$ cat config.mk
export PLATFORM = sky130hd
export DESIGN_NAME = cobol_token_classifier_flat
export DESIGN_NICKNAME = d
export VERILOG_FILES = /design/src/rtl/ctc_pkg.sv /design/src/rtl/ctc_char_if.sv /design/src/rtl/ctc_token_if.sv /design/src/rtl/cobol_token_classifier.sv /design/src/rtl/ctc_scanner.sv /design/src/rtl/ctc_result_fifo.sv /design/src/flat_wrapper.sv
export SDC_FILE = /design/constraint.sdc
export NUM_CORES = 1
export LEC_CHECK = 0
export ABC_AREA = 0
export ABC_CLOCK_PERIOD_IN_PS = 7940
export BUFFER_PORTS_ARGS = -buffer_cell sky130_fd_sc_hd__buf_2
export CAP_MARGIN = 15
export CORE_MARGIN = 2
export CORE_UTILIZATION = 35
export DETAILED_ROUTE_END_ITERATION = 8
export PLACE_DENSITY = 0.46
export SLEW_MARGIN = 10
export SYNTH_ARGS = -nofsm -noshare
export SYNTH_HDL_FRONTEND = slang
export SYNTH_HIERARCHICAL = 1
export SYNTH_SLANG_ARGS = --single-unit
$ cat constraint.sdc
create_clock -name clk -period 7.94 [get_ports clk]
set_clock_uncertainty 0.2 [all_clocks]
set_input_delay 1.588 -clock clk [delete_from_list [all_inputs] [get_ports clk]]
set_output_delay 1.588 -clock clk [all_outputs]
set_load 0.02 [all_outputs]
$ cat src/rtl/ctc_pkg.sv
package ctc_pkg;

    localparam int LINE_BITS_DEF   = 16;
    localparam int COLUMN_BITS_DEF = 12;
    localparam int LENGTH_BITS_DEF = 8;

    localparam int QUEUE_DEPTH = 4;
    localparam int KW_MAX_LEN  = 14;
    localparam int KW_COUNT    = 4;

    localparam logic [3:0] KIND_IDENT    = 4'd0;
    localparam logic [3:0] KIND_KW_FIRST = 4'd1;
    localparam logic [3:0] KIND_NUMBER   = 4'd5;
    localparam logic [3:0] KIND_LITERAL  = 4'd6;
    localparam logic [3:0] KIND_PERIOD   = 4'd7;
    localparam logic [3:0] KIND_INVALID  = 4'd8;
    localparam logic [3:0] KIND_END      = 4'd9;

    localparam logic [7:0] CHAR_TAB    = 8'h09;
    localparam logic [7:0] CHAR_LF     = 8'h0A;
    localparam logic [7:0] CHAR_CR     = 8'h0D;
    localparam logic [7:0] CHAR_SPACE  = 8'h20;
    localparam logic [7:0] CHAR_DQUOTE = 8'h22;
    localparam logic [7:0] CHAR_SQUOTE = 8'h27;
    localparam logic [7:0] CHAR_HYPHEN = 8'h2D;
    localparam logic [7:0] CHAR_PERIOD = 8'h2E;

    function automatic logic is_letter(input logic [7:0] c);
        return (c >= 8'h41 && c <= 8'h5A) || (c >= 8'h61 && c <= 8'h7A);
    endfunction

    function automatic logic is_digit(input logic [7:0] c);
        return c >= 8'h30 && c <= 8'h39;
    endfunction

    function automatic logic is_space(input logic [7:0] c);
        return c == CHAR_SPACE || (c >= CHAR_TAB && c <= CHAR_CR);
    endfunction

    function automatic logic [7:0] to_upper(input logic [7:0] c);
        return (c >= 8'h61 && c <= 8'h7A) ? c - 8'h20 : c;
    endfunction

    function automatic logic [3:0] kw_len(input logic [1:0] k);
        logic [3:0] len;
        case (k)
            2'd0:    len = 4'd14;
            2'd1:    len = 4'd10;
            2'd2:    len = 4'd4;
            default: len = 4'd9;
        endcase
        return len;
    endfunction

    // Keyword text padded with spaces; character i sits in byte KW_MAX_LEN-1-i
    function automatic logic [7:0] kw_char(input logic [1:0] k, input logic [3:0] i);
        logic [8*KW_MAX_LEN-1:0] text;
        logic [3:0]              pos;
        case (k)
            2'd0:    text = "IDENTIFICATION";
            2'd1:    text = "PROGRAM-ID    ";
            2'd2:    text = "DATA          ";
            default: text = "PROCEDURE     ";
        endcase
        pos = 4'(KW_MAX_LEN - 1) - i;
        if (i >= 4'(KW_MAX_LEN))
            return 8'h00;
        return text[8*pos +: 8];
    endfunction

endpackage

$ cat src/rtl/ctc_char_if.sv
interface ctc_char_if;
    logic       valid;
    logic       ready;
    logic [7:0] char_code;
    logic       end_marker;

    modport source (output valid, output char_code, output end_marker, input ready);
    modport sink   (input valid, input char_code, input end_marker, output ready);
endinterface

$ cat src/rtl/ctc_token_if.sv
interface ctc_token_if #(
    parameter int LINE_BITS   = ctc_pkg::LINE_BITS_DEF,
    parameter int COLUMN_BITS = ctc_pkg::COLUMN_BITS_DEF,
    parameter int LENGTH_BITS = ctc_pkg::LENGTH_BITS_DEF
);
    logic                   valid;
    logic                   ready;
    logic [3:0]             token_kind;
    logic [LINE_BITS-1:0]   token_line;
    logic [COLUMN_BITS-1:0] token_column;
    logic [LENGTH_BITS-1:0] token_length;
    logic [7:0]             first_char;
    logic                   last_of_run;

    modport source (
        output valid, output token_kind, output token_line, output token_column,
        output token_length, output first_char, output last_of_run, input ready
    );
    modport sink (
        input valid, input token_kind, input token_line, input token_column,
        input token_length, input first_char, input last_of_run, output ready
    );
endinterface

$ cat src/rtl/cobol_token_classifier.sv
// Channel  Dir  Payload                                          Word accepted when
// chars    in   char_code[7:0], end_marker                        valid && ready
// tokens   out  token_kind[3:0], token_line, token_column,        valid && ready
//               token_length, first_char[7:0], last_of_run
//
// One character is taken per cycle; it is registered, then scanned in one pass
// that updates the lexer state and writes zero, one or two token words to a
// four-word result queue. A token is presented from the queue once the step
// that its closing character drives has written the token's word there.
// Input stalls only while the queue holds more than two words; a character that
// closes two tokens writes two words, which a ready sink takes one after the other.
// Reset (rst_n low, asynchronous) gives line 1, column 0, no open token.
module cobol_token_classifier #(
    parameter int LINE_BITS   = ctc_pkg::LINE_BITS_DEF,
    parameter int COLUMN_BITS = ctc_pkg::COLUMN_BITS_DEF,
    parameter int LENGTH_BITS = ctc_pkg::LENGTH_BITS_DEF
)(
    input  logic       clk,
    input  logic       rst_n,
    ctc_char_if.sink   chars,
    ctc_token_if.source tokens
);

    localparam int RES_W = 4 + LINE_BITS + COLUMN_BITS + LENGTH_BITS + 8 + 1;

    logic                  room;
    logic [1:0]            push_count;
    logic [1:0][RES_W-1:0] push_word;
    logic [RES_W-1:0]      out_word;

    ctc_scanner #(
        .LINE_BITS   (LINE_BITS),
        .COLUMN_BITS (COLUMN_BITS),
        .LENGTH_BITS (LENGTH_BITS)
    ) u_scanner (
        .clk        (clk),
        .rst_n      (rst_n),
        .chars      (chars),
        .room       (room),
        .push_count (push_count),
        .push_word  (push_word)
    );

    ctc_result_fifo #(
        .WIDTH (RES_W)
    ) u_result_fifo (
        .clk        (clk),
        .rst_n      (rst_n),
        .push_count (push_count),
        .push_word  (push_word),
        .room       (room),
        .out_valid  (tokens.valid),
        .out_ready  (tokens.ready),
        .out_word   (out_word)
    );

    assign {tokens.token_kind, tokens.token_line, tokens.token_column,
            tokens.token_length, tokens.first_char, tokens.last_of_run} = out_word;

endmodule

$ cat src/rtl/ctc_scanner.sv
module ctc_scanner #(
    parameter int LINE_BITS   = ctc_pkg::LINE_BITS_DEF,
    parameter int COLUMN_BITS = ctc_pkg::COLUMN_BITS_DEF,
    parameter int LENGTH_BITS = ctc_pkg::LENGTH_BITS_DEF,
    localparam int RES_W      = 4 + LINE_BITS + COLUMN_BITS + LENGTH_BITS + 8 + 1
)(
    input  logic                   clk,
    input  logic                   rst_n,
    ctc_char_if.sink               chars,
    input  logic                   room,
    output logic [1:0]             push_count,
    output logic [1:0][RES_W-1:0]  push_word
);

    typedef enum logic [2:0] {
        MODE_IDLE,
        MODE_IDENT,
        MODE_NUMBER,
        MODE_LIT,
        MODE_LIT_QUOTE
    } mode_t;

    mode_t                  mode_reg, mode_next;
    logic                   dquote_reg, dquote_next;
    logic [LINE_BITS-1:0]   cur_line_reg, cur_line_next;
    logic [COLUMN_BITS-1:0] cur_col_reg, cur_col_next;
    logic [LINE_BITS-1:0]   start_line_reg, start_line_next;
    logic [COLUMN_BITS-1:0] start_col_reg, start_col_next;
    logic [LENGTH_BITS-1:0] run_reg, run_next;
    logic [3:0]             cand_reg, cand_next;
    logic [7:0]             start_char_reg, start_char_next;
    logic                   in_vld_reg;
    logic [7:0]             char_reg;
    logic                   end_reg;

    logic                   step;
    logic [7:0]             c;
    logic [7:0]             delim;
    logic [COLUMN_BITS-1:0] col;
    logic [LENGTH_BITS-1:0] run_grown;
    logic [3:0]             close_kind;
    logic                   do_begin;
    logic [1:0]             n;
    logic [1:0][RES_W-1:0]  words;

    function automatic logic [RES_W-1:0] pack(
        input logic [3:0]             kind,
        input logic [LINE_BITS-1:0]   ln,
        input logic [COLUMN_BITS-1:0] cl,
        input logic [LENGTH_BITS-1:0] len,
        input logic [7:0]             ch
    );
        return {kind, ln, cl, len, ch, 1'b0};
    endfunction

    // Drop every keyword that the character at this index rules out
    function automatic logic [3:0] narrow(
        input logic [3:0]             cand,
        input logic [LENGTH_BITS-1:0] idx,
        input logic [7:0]             ch
    );
        logic [7:0] u;
        logic [3:0] res;
        u   = ctc_pkg::to_upper(ch);
        res = cand;
        for (int k = 0; k < ctc_pkg::KW_COUNT; k++) begin
            if (idx >= LENGTH_BITS'(ctc_pkg::kw_len(2'(k)))
                || ctc_pkg::kw_char(2'(k), idx[3:0]) != u)
                res[k] = 1'b0;
        end
        return res;
    endfunction

    assign step        = in_vld_reg && room;
    assign chars.ready = !in_vld_reg || room;
    assign c           = char_reg;
    assign delim       = dquote_reg ? ctc_pkg::CHAR_DQUOTE : ctc_pkg::CHAR_SQUOTE;
    assign col         = (cur_col_reg != '1) ? cur_col_reg + 1'b1 : cur_col_reg;
    assign run_grown   = (run_reg != '1) ? run_reg + 1'b1 : run_reg;

    always_comb
    begin
        close_kind = ctc_pkg::KIND_IDENT;
        if (mode_reg == MODE_NUMBER)
            close_kind = ctc_pkg::KIND_NUMBER;
        else
        begin
            for (int k = 0; k < ctc_pkg::KW_COUNT; k++) begin
                if (cand_reg[k] && run_reg == LENGTH_BITS'(ctc_pkg::kw_len(2'(k))))
                    close_kind = ctc_pkg::KIND_KW_FIRST + 4'(k);
            end
        end
    end

    always_comb
    begin
        mode_next       = mode_reg;
        dquote_next     = dquote_reg;
        cur_line_next   = cur_line_reg;
        cur_col_next    = cur_col_reg;
        start_line_next = start_line_reg;
        start_col_next  = start_col_reg;
        run_next        = run_reg;
        cand_next       = cand_reg;
        start_char_next = start_char_reg;
        do_begin        = 1'b0;
        n               = 2'd0;
        words           = '0;

        if (step)
        begin
            if (end_reg)
            begin
                case (mode_reg)
                    MODE_IDENT, MODE_NUMBER:
                    begin
                        words[n[0]] = pack(close_kind, start_line_reg, start_col_reg,
                                           run_reg, start_char_reg);
                        n = n + 2'd1;
                    end
                    MODE_LIT:
                    begin
                        words[n[0]] = pack(ctc_pkg::KIND_INVALID, start_line_reg,
                                           start_col_reg, run_reg, start_char_reg);
                        n = n + 2'd1;
                    end
                    MODE_LIT_QUOTE:
                    begin
                        words[n[0]] = pack(ctc_pkg::KIND_LITERAL, start_line_reg,
                                           start_col_reg, run_reg, start_char_reg);
                        n = n + 2'd1;
                    end
                    default: ;
                endcase
                words[n[0]] = pack(ctc_pkg::KIND_END, cur_line_reg, col, '0, 8'h00);
                n = n + 2'd1;
                // Back to the reset state
                mode_next       = MODE_IDLE;
                dquote_next     = 1'b0;
                cur_line_next   = LINE_BITS'(1);
                cur_col_next    = '0;
                start_line_next = LINE_BITS'(1);
                start_col_next  = COLUMN_BITS'(1);
                run_next        = '0;
                cand_next       = '1;
                start_char_next = 8'h00;
            end
            else
            begin
                if (c == ctc_pkg::CHAR_LF)
                begin
                    cur_line_next = (cur_line_reg != '1) ? cur_line_reg + 1'b1 : cur_line_reg;
                    cur_col_next  = '0;
                end
                else
                    cur_col_next = col;

                case (mode_reg)
                    MODE_IDENT:
                    begin
                        if (ctc_pkg::is_letter(c) || ctc_pkg::is_digit(c)
                            || c == ctc_pkg::CHAR_HYPHEN)
                        begin
                            cand_next = narrow(cand_reg, run_reg, c);
                            run_next  = run_grown;
                        end
                        else
                        begin
                            words[n[0]] = pack(close_kind, start_line_reg, start_col_reg,
                                               run_reg, start_char_reg);
                            n = n + 2'd1;
                            mode_next = MODE_IDLE;
                            do_begin  = 1'b1;
                        end
                    end
                    MODE_NUMBER:
                    begin
                        if (ctc_pkg::is_digit(c))
                            run_next = run_grown;
                        else
                        begin
                            words[n[0]] = pack(close_kind, start_line_reg, start_col_reg,
                                               run_reg, start_char_reg);
                            n = n + 2'd1;
                            mode_next = MODE_IDLE;
                            do_begin  = 1'b1;
                        end
                    end
                    MODE_LIT:
                    begin
                        if (c == delim)
                        begin
                            run_next  = run_grown;
                            mode_next = MODE_LIT_QUOTE;
                        end
                        else if (c == ctc_pkg::CHAR_CR || c == ctc_pkg::CHAR_LF)
                        begin
                            words[n[0]] = pack(ctc_pkg::KIND_INVALID, cur_line_reg, col,
                                               LENGTH_BITS'(1), c);
                            n = n + 2'd1;
                            mode_next = MODE_IDLE;
                        end
                        else
                            run_next = run_grown;
                    end
                    MODE_LIT_QUOTE:
                    begin
                        if (c == delim)
                        begin
                            run_next  = run_grown;
                            mode_next = MODE_LIT;
                        end
                        else
                        begin
                            words[n[0]] = pack(ctc_pkg::KIND_LITERAL, start_line_reg,
                                               start_col_reg, run_reg, start_char_reg);
                            n = n + 2'd1;
                            mode_next = MODE_IDLE;
                            do_begin  = 1'b1;
                        end
                    end
                    default:
                    begin
                        mode_next = MODE_IDLE;
                        do_begin  = 1'b1;
                    end
                endcase

                // Open a new token on this character unless it is whitespace
                if (do_begin && !ctc_pkg::is_space(c))
                begin
                    start_line_next = cur_line_reg;
                    start_col_next  = col;
                    start_char_next = c;
                    run_next        = LENGTH_BITS'(1);
                    if (c == ctc_pkg::CHAR_SQUOTE || c == ctc_pkg::CHAR_DQUOTE)
                    begin
                        mode_next   = MODE_LIT;
                        dquote_next = (c == ctc_pkg::CHAR_DQUOTE);
                    end
                    else if (ctc_pkg::is_letter(c))
                    begin
                        mode_next = MODE_IDENT;
                        cand_next = narrow(4'hF, '0, c);
                    end
                    else if (ctc_pkg::is_digit(c))
                        mode_next = MODE_NUMBER;
                    else
                    begin
                        words[n[0]] = pack((c == ctc_pkg::CHAR_PERIOD) ? ctc_pkg::KIND_PERIOD
                                           : ctc_pkg::KIND_INVALID,
                                           cur_line_reg, col, LENGTH_BITS'(1), c);
                        n = n + 2'd1;
                    end
                end
            end

            // Mark the final word of this step
            if (n == 2'd2)
                words[1][0] = 1'b1;
            else if (n == 2'd1)
                words[0][0] = 1'b1;
        end
    end

    assign push_count = n;
    assign push_word  = words;

    always_ff @(posedge clk or negedge rst_n)
    begin
        if (!rst_n)
        begin
            mode_reg       <= MODE_IDLE;
            dquote_reg     <= 1'b0;
            cur_line_reg   <= LINE_BITS'(1);
            cur_col_reg    <= '0;
            start_line_reg <= LINE_BITS'(1);
            start_col_reg  <= COLUMN_BITS'(1);
            run_reg        <= '0;
            cand_reg       <= '1;
            start_char_reg <= 8'h00;
            in_vld_reg     <= 1'b0;
        end
        else
        begin
            mode_reg       <= mode_next;
            dquote_reg     <= dquote_next;
            cur_line_reg   <= cur_line_next;
            cur_col_reg    <= cur_col_next;
            start_line_reg <= start_line_next;
            start_col_reg  <= start_col_next;
            run_reg        <= run_next;
            cand_reg       <= cand_next;
            start_char_reg <= start_char_next;
            if (chars.ready)
                in_vld_reg <= chars.valid;
        end
    end

    // Hold the incoming word until the step takes it
    always_ff @(posedge clk)
    begin
        if (chars.valid && chars.ready)
        begin
            char_reg <= chars.char_code;
            end_reg  <= chars.end_marker;
        end
    end

endmodule

$ cat src/rtl/ctc_result_fifo.sv
module ctc_result_fifo #(
    parameter int WIDTH = 8
)(
    input  logic                  clk,
    input  logic                  rst_n,
    input  logic [1:0]            push_count,
    input  logic [1:0][WIDTH-1:0] push_word,
    output logic                  room,
    output logic                  out_valid,
    input  logic                  out_ready,
    output logic [WIDTH-1:0]      out_word
);

    localparam int DEPTH  = ctc_pkg::QUEUE_DEPTH;
    localparam int PTR_W  = $clog2(DEPTH);
    localparam int CNT_W  = PTR_W + 1;

    logic [WIDTH-1:0] mem_reg [DEPTH];
    logic [PTR_W-1:0] wr_ptr_reg, wr_ptr_next;
    logic [PTR_W-1:0] rd_ptr_reg, rd_ptr_next;
    logic [CNT_W-1:0] count_reg, count_next;
    logic             pop;

    assign out_valid = count_reg != '0;
    assign out_word  = mem_reg[rd_ptr_reg];
    assign pop       = out_valid && out_ready;
    // Space for the largest burst of one step
    assign room      = count_reg <= CNT_W'(DEPTH - 2);

    always_comb
    begin
        wr_ptr_next = wr_ptr_reg + PTR_W'(push_count);
        rd_ptr_next = pop ? rd_ptr_reg + 1'b1 : rd_ptr_reg;
        count_next  = count_reg + CNT_W'(push_count) - CNT_W'(pop);
    end

    always_ff @(posedge clk or negedge rst_n)
    begin
        if (!rst_n)
        begin
            wr_ptr_reg <= '0;
            rd_ptr_reg <= '0;
            count_reg  <= '0;
        end
        else
        begin
            wr_ptr_reg <= wr_ptr_next;
            rd_ptr_reg <= rd_ptr_next;
            count_reg  <= count_next;
        end
    end

    always_ff @(posedge clk)
    begin
        if (push_count != 2'd0)
            mem_reg[wr_ptr_reg] <= push_word[0];
        if (push_count == 2'd2)
            mem_reg[wr_ptr_reg + 1'b1] <= push_word[1];
    end

endmodule

$ cat src/flat_wrapper.sv
// flat-port wrapper written by rule: the top's interface ports become plain ports
module cobol_token_classifier_flat 
#(
    parameter int LINE_BITS   = ctc_pkg::LINE_BITS_DEF,
    parameter int COLUMN_BITS = ctc_pkg::COLUMN_BITS_DEF,
    parameter int LENGTH_BITS = ctc_pkg::LENGTH_BITS_DEF
)
  (clk, rst_n, chars_valid, chars_char_code, chars_end_marker, chars_ready, tokens_valid, tokens_token_kind, tokens_token_line, tokens_token_column, tokens_token_length, tokens_first_char, tokens_last_of_run, tokens_ready);
  ctc_char_if chars_i ();
  ctc_token_if #(.LINE_BITS(LINE_BITS), .COLUMN_BITS(COLUMN_BITS), .LENGTH_BITS(LENGTH_BITS)) tokens_i ();
  input  logic clk;
  input  logic rst_n;
  input wire logic [$bits(chars_i.valid)-1:0] chars_valid;
  input wire logic [$bits(chars_i.char_code)-1:0] chars_char_code;
  input wire logic [$bits(chars_i.end_marker)-1:0] chars_end_marker;
  output wire logic [$bits(chars_i.ready)-1:0] chars_ready;
  output wire logic [$bits(tokens_i.valid)-1:0] tokens_valid;
  output wire logic [$bits(tokens_i.token_kind)-1:0] tokens_token_kind;
  output wire logic [$bits(tokens_i.token_line)-1:0] tokens_token_line;
  output wire logic [$bits(tokens_i.token_column)-1:0] tokens_token_column;
  output wire logic [$bits(tokens_i.token_length)-1:0] tokens_token_length;
  output wire logic [$bits(tokens_i.first_char)-1:0] tokens_first_char;
  output wire logic [$bits(tokens_i.last_of_run)-1:0] tokens_last_of_run;
  input wire logic [$bits(tokens_i.ready)-1:0] tokens_ready;
  assign chars_i.valid = chars_valid;
  assign chars_i.char_code = chars_char_code;
  assign chars_i.end_marker = chars_end_marker;
  assign chars_ready = chars_i.ready;
  assign tokens_valid = tokens_i.valid;
  assign tokens_token_kind = tokens_i.token_kind;
  assign tokens_token_line = tokens_i.token_line;
  assign tokens_token_column = tokens_i.token_column;
  assign tokens_token_length = tokens_i.token_length;
  assign tokens_first_char = tokens_i.first_char;
  assign tokens_last_of_run = tokens_i.last_of_run;
  assign tokens_i.ready = tokens_ready;
  cobol_token_classifier #(.LINE_BITS(LINE_BITS), .COLUMN_BITS(COLUMN_BITS), .LENGTH_BITS(LENGTH_BITS)) u_core (.clk(clk), .rst_n(rst_n), .chars(chars_i), .tokens(tokens_i));
endmodule
==> flow_metrics.tcl <==
set metrics [dict create \
    status "finished clean" \
    antennaDiodeCount 0 \
    grt_setup_unrepaired "false" \
    avgSynthCellArea_um2 12.2 \
    numPortBuffers 63 \
    core-area_mm2 0.0488 \
    ant_nets 0 \
    clk_latency_ns 0.56 \
    min_period_ns 5.95 \
    hold_path.class "reg2reg" \
    rows 81 \
    syn_area_mm2 0.0173 \
    worst_pin_slew_ns 1.04 \
    die_h_um 226 \
    crit_top_cell "nor2_1" \
    start_util 0.355 \
    track_usage 0.205 \
    dpl_cell_area_mm2 0.0182 \
    cts_resized 0 \
    setup_viol 0 \
    synth_area_leaders "edfxtp_1, mux2_2, dfrtp_1, mux4_2, a22o_1" \
    grt_overflow 0 \
    synth_top_area_share 0.355 \
    io_pins 64 \
    synthArstFlopShare 0.300 \
    path_buf_inv 2 \
    fin_crit_sh 0.750 \
    r2r-start "u_core/u_scanner/c[2]" \
    slowest_delay_ns 1.06 \
    wirelength_um 52000 \
    powerDensity_mw_per_mm2 351 \
    cts_tree "built" \
    clockBufferDepth 3 \
    cp.arrival_ns 6.04 \
    dr.pass1.iters 5 \
    dr.first_iter.drc_count 1080 \
    fin_nets 1472 \
    ys.flop_type "edfxtp_1" \
    startpoint "u_core/u_scanner/c[2]" \
    fill_cells 4644 \
    crit_required_ns 8.03 \
    seq_area_mm2 0.00837 \
    tns_ns 0 \
    synth_area_leader_cell "edfxtp_1" \
    ys_seq_elements 293 \
    ys_types 89 \
    cts_num_sinks 293 \
    worstSetupPathType "reg2reg" \
    clk_pin_slew_worst_paths_ns 0.05 \
    avgRoutedWirePerCell_um 24.4 \
    dieArea_mm2 0.0513 \
    die_x_um 226 \
    synth-edff-count 205 \
    root_buffer "clkbuf_16" \
    largest_register_ffs 196 \
    hold_start "u_core/u_result_fifo/rd_ptr_reg[1]" \
    drv_cap 0 \
    grt_max_degree 64 \
    dp_hpwl_um 31300 \
    area_growth_pct 11.6 \
    vias 12300 \
    synth_cells 1420 \
    drc 0 \
    cp-start-kind "register" \
    cts_setup_buffers 0 \
    multi_input_area_mm2 0.00833 \
    finalWeightedCongestion 0.855 \
    finalHoldViolations 0 \
    path_cells "nor2_1, a21oi_1, a41oi_2, a211oi_4, inv_4, ha_1, nor4b_1, nor2_1, and4bb_2, buf_4, mux2_2" \
    htreeDepth 2 \
    synth.most_common_cell "edfxtp_1" \
    grt_first_pass_wirelength_um 79300 \
    numCtsBuffers 37 \
    ys_seq_area_frac 0.483 \
    synthTopCellsByCount "edfxtp_1, mux2_2, nand2_1, dfrtp_1, clkbuf_1" \
    stdcell_area_mm2 0.0193 \
    ir_worst_vdd_uv 182 \
    crit_fanout 31 \
    antenna_found_initial 0 \
    crit_family "simple AND/OR/NAND/NOR gates" \
    timing.hold.ws_ns 0.263 \
    cp-end-kind "register" \
    max_clock_freq_mhz 168 \
    vias_per_cell 5.80 \
    grt_pass1_vias 12400 \
    cellLeakagePower_nw 7.19 \
    ctsHoldBuffers 0 \
    slew_headroom 0.305 \
    drv_slew 0 \
    synth_warnings 6 \
    critPathSlowestCell "and4bb_2" \
    p_total_mw 6.78 \
    drive_gt1_frac 0.286 \
]
[final timing paths]
path	endpoint	slack, ns	cells past startpoint
max	u_core/u_result_fifo/mem_reg[3][8]	1.99	11
min	u_core/u_result_fifo/rd_ptr_reg[1]	0.26	1
max reg2reg	u_core/u_result_fifo/mem_reg[3][8]	1.99	11
min reg2reg	u_core/u_result_fifo/rd_ptr_reg[1]	0.26	1
max in group asynchronous	u_core/u_scanner/cur_col_reg[8]	5.51	2
min in group asynchronous	u_core/u_scanner/cur_line_reg[7]	0.79	1
[area by class of cell]
cell class,count,area share
Timing Repair Buffer,93,0.0281
Clock buffer,47,0.0498
Sequential cell,293,0.433
Inverter,31,0.00615
Multi-Input combinational cell,979,0.431
Tap cell,664,0.0430
Clock inverter,21,0.00900
[cell usage in the layout, fill, tap and decap left out, drive strengths merged, types with 39 or more instances in the layout]
| master | count |
|---|---|
| clkbuf | 47 |
| edfxtp | 205 |
| mux4 | 49 |
| buf | 93 |
| mux2 | 201 |
| dfrtp | 81 |
| nand2 | 99 |
| o21ai | 39 |
| nor2 | 70 |
| a22o | 43 |
[worst register-to-register path: stages, from the launching register on]
cell and delay (ns):
edfxtp_1 0.95, nor2_1 0.29, a21oi_1 0.41, a41oi_2 0.24, a211oi_4 0.52, inv_4 0.14, ha_1 0.35, nor4b_1 0.40
nor2_1 0.26, and4bb_2 1.06, buf_4 0.47, mux2_2 0.39
[routing by layer]
layer,wire length [um],vias to the layer above,part of all wire,track usage
met5,0,-,0,0
met2,24300,366,0.47,0.330
met3,2670,73,0.051,0.0324
met1,23800,6357,0.46,0.288
li1,-,5552,-,-
met4,1130,0,0.022,0.0567
[report_power, final]
group	internal, mW	switching [mW]
sequential	2.09	0.224
combinational	0.997	1.86
clock	0.929	0.678
total	4.02	2.76
[metrics by stage]
stage / setup WS (ns) / util / cells
finish: 1.99 / 0.396 / 2128
global placement: 2.19 / 0.372 / 2059
CTS: 2.00 / 0.396 / 2128
global route: 1.56 / 0.396 / 2128
detailed placement: 2.03 / 0.372 / 2060
floorplan: 0.727 / - / 1426
[kinds of logic (layout without fill, tap and decap cells)]
group	Yosys count	after routing	share of synthesized area
AOI/OAI and AO/OA	277	277	0.121
and+or+nand+nor	362	362	0.110
DFF	293	293	0.483
muxes	262	262	0.202
xor gates and xnor gates	47	47	0.0238
adders and majority gates	24	24	0.0178
other	1	7	0.000217
buffers and inverters	154	192	0.0418
No activity file was read; power rests on OpenSTA's default activity.
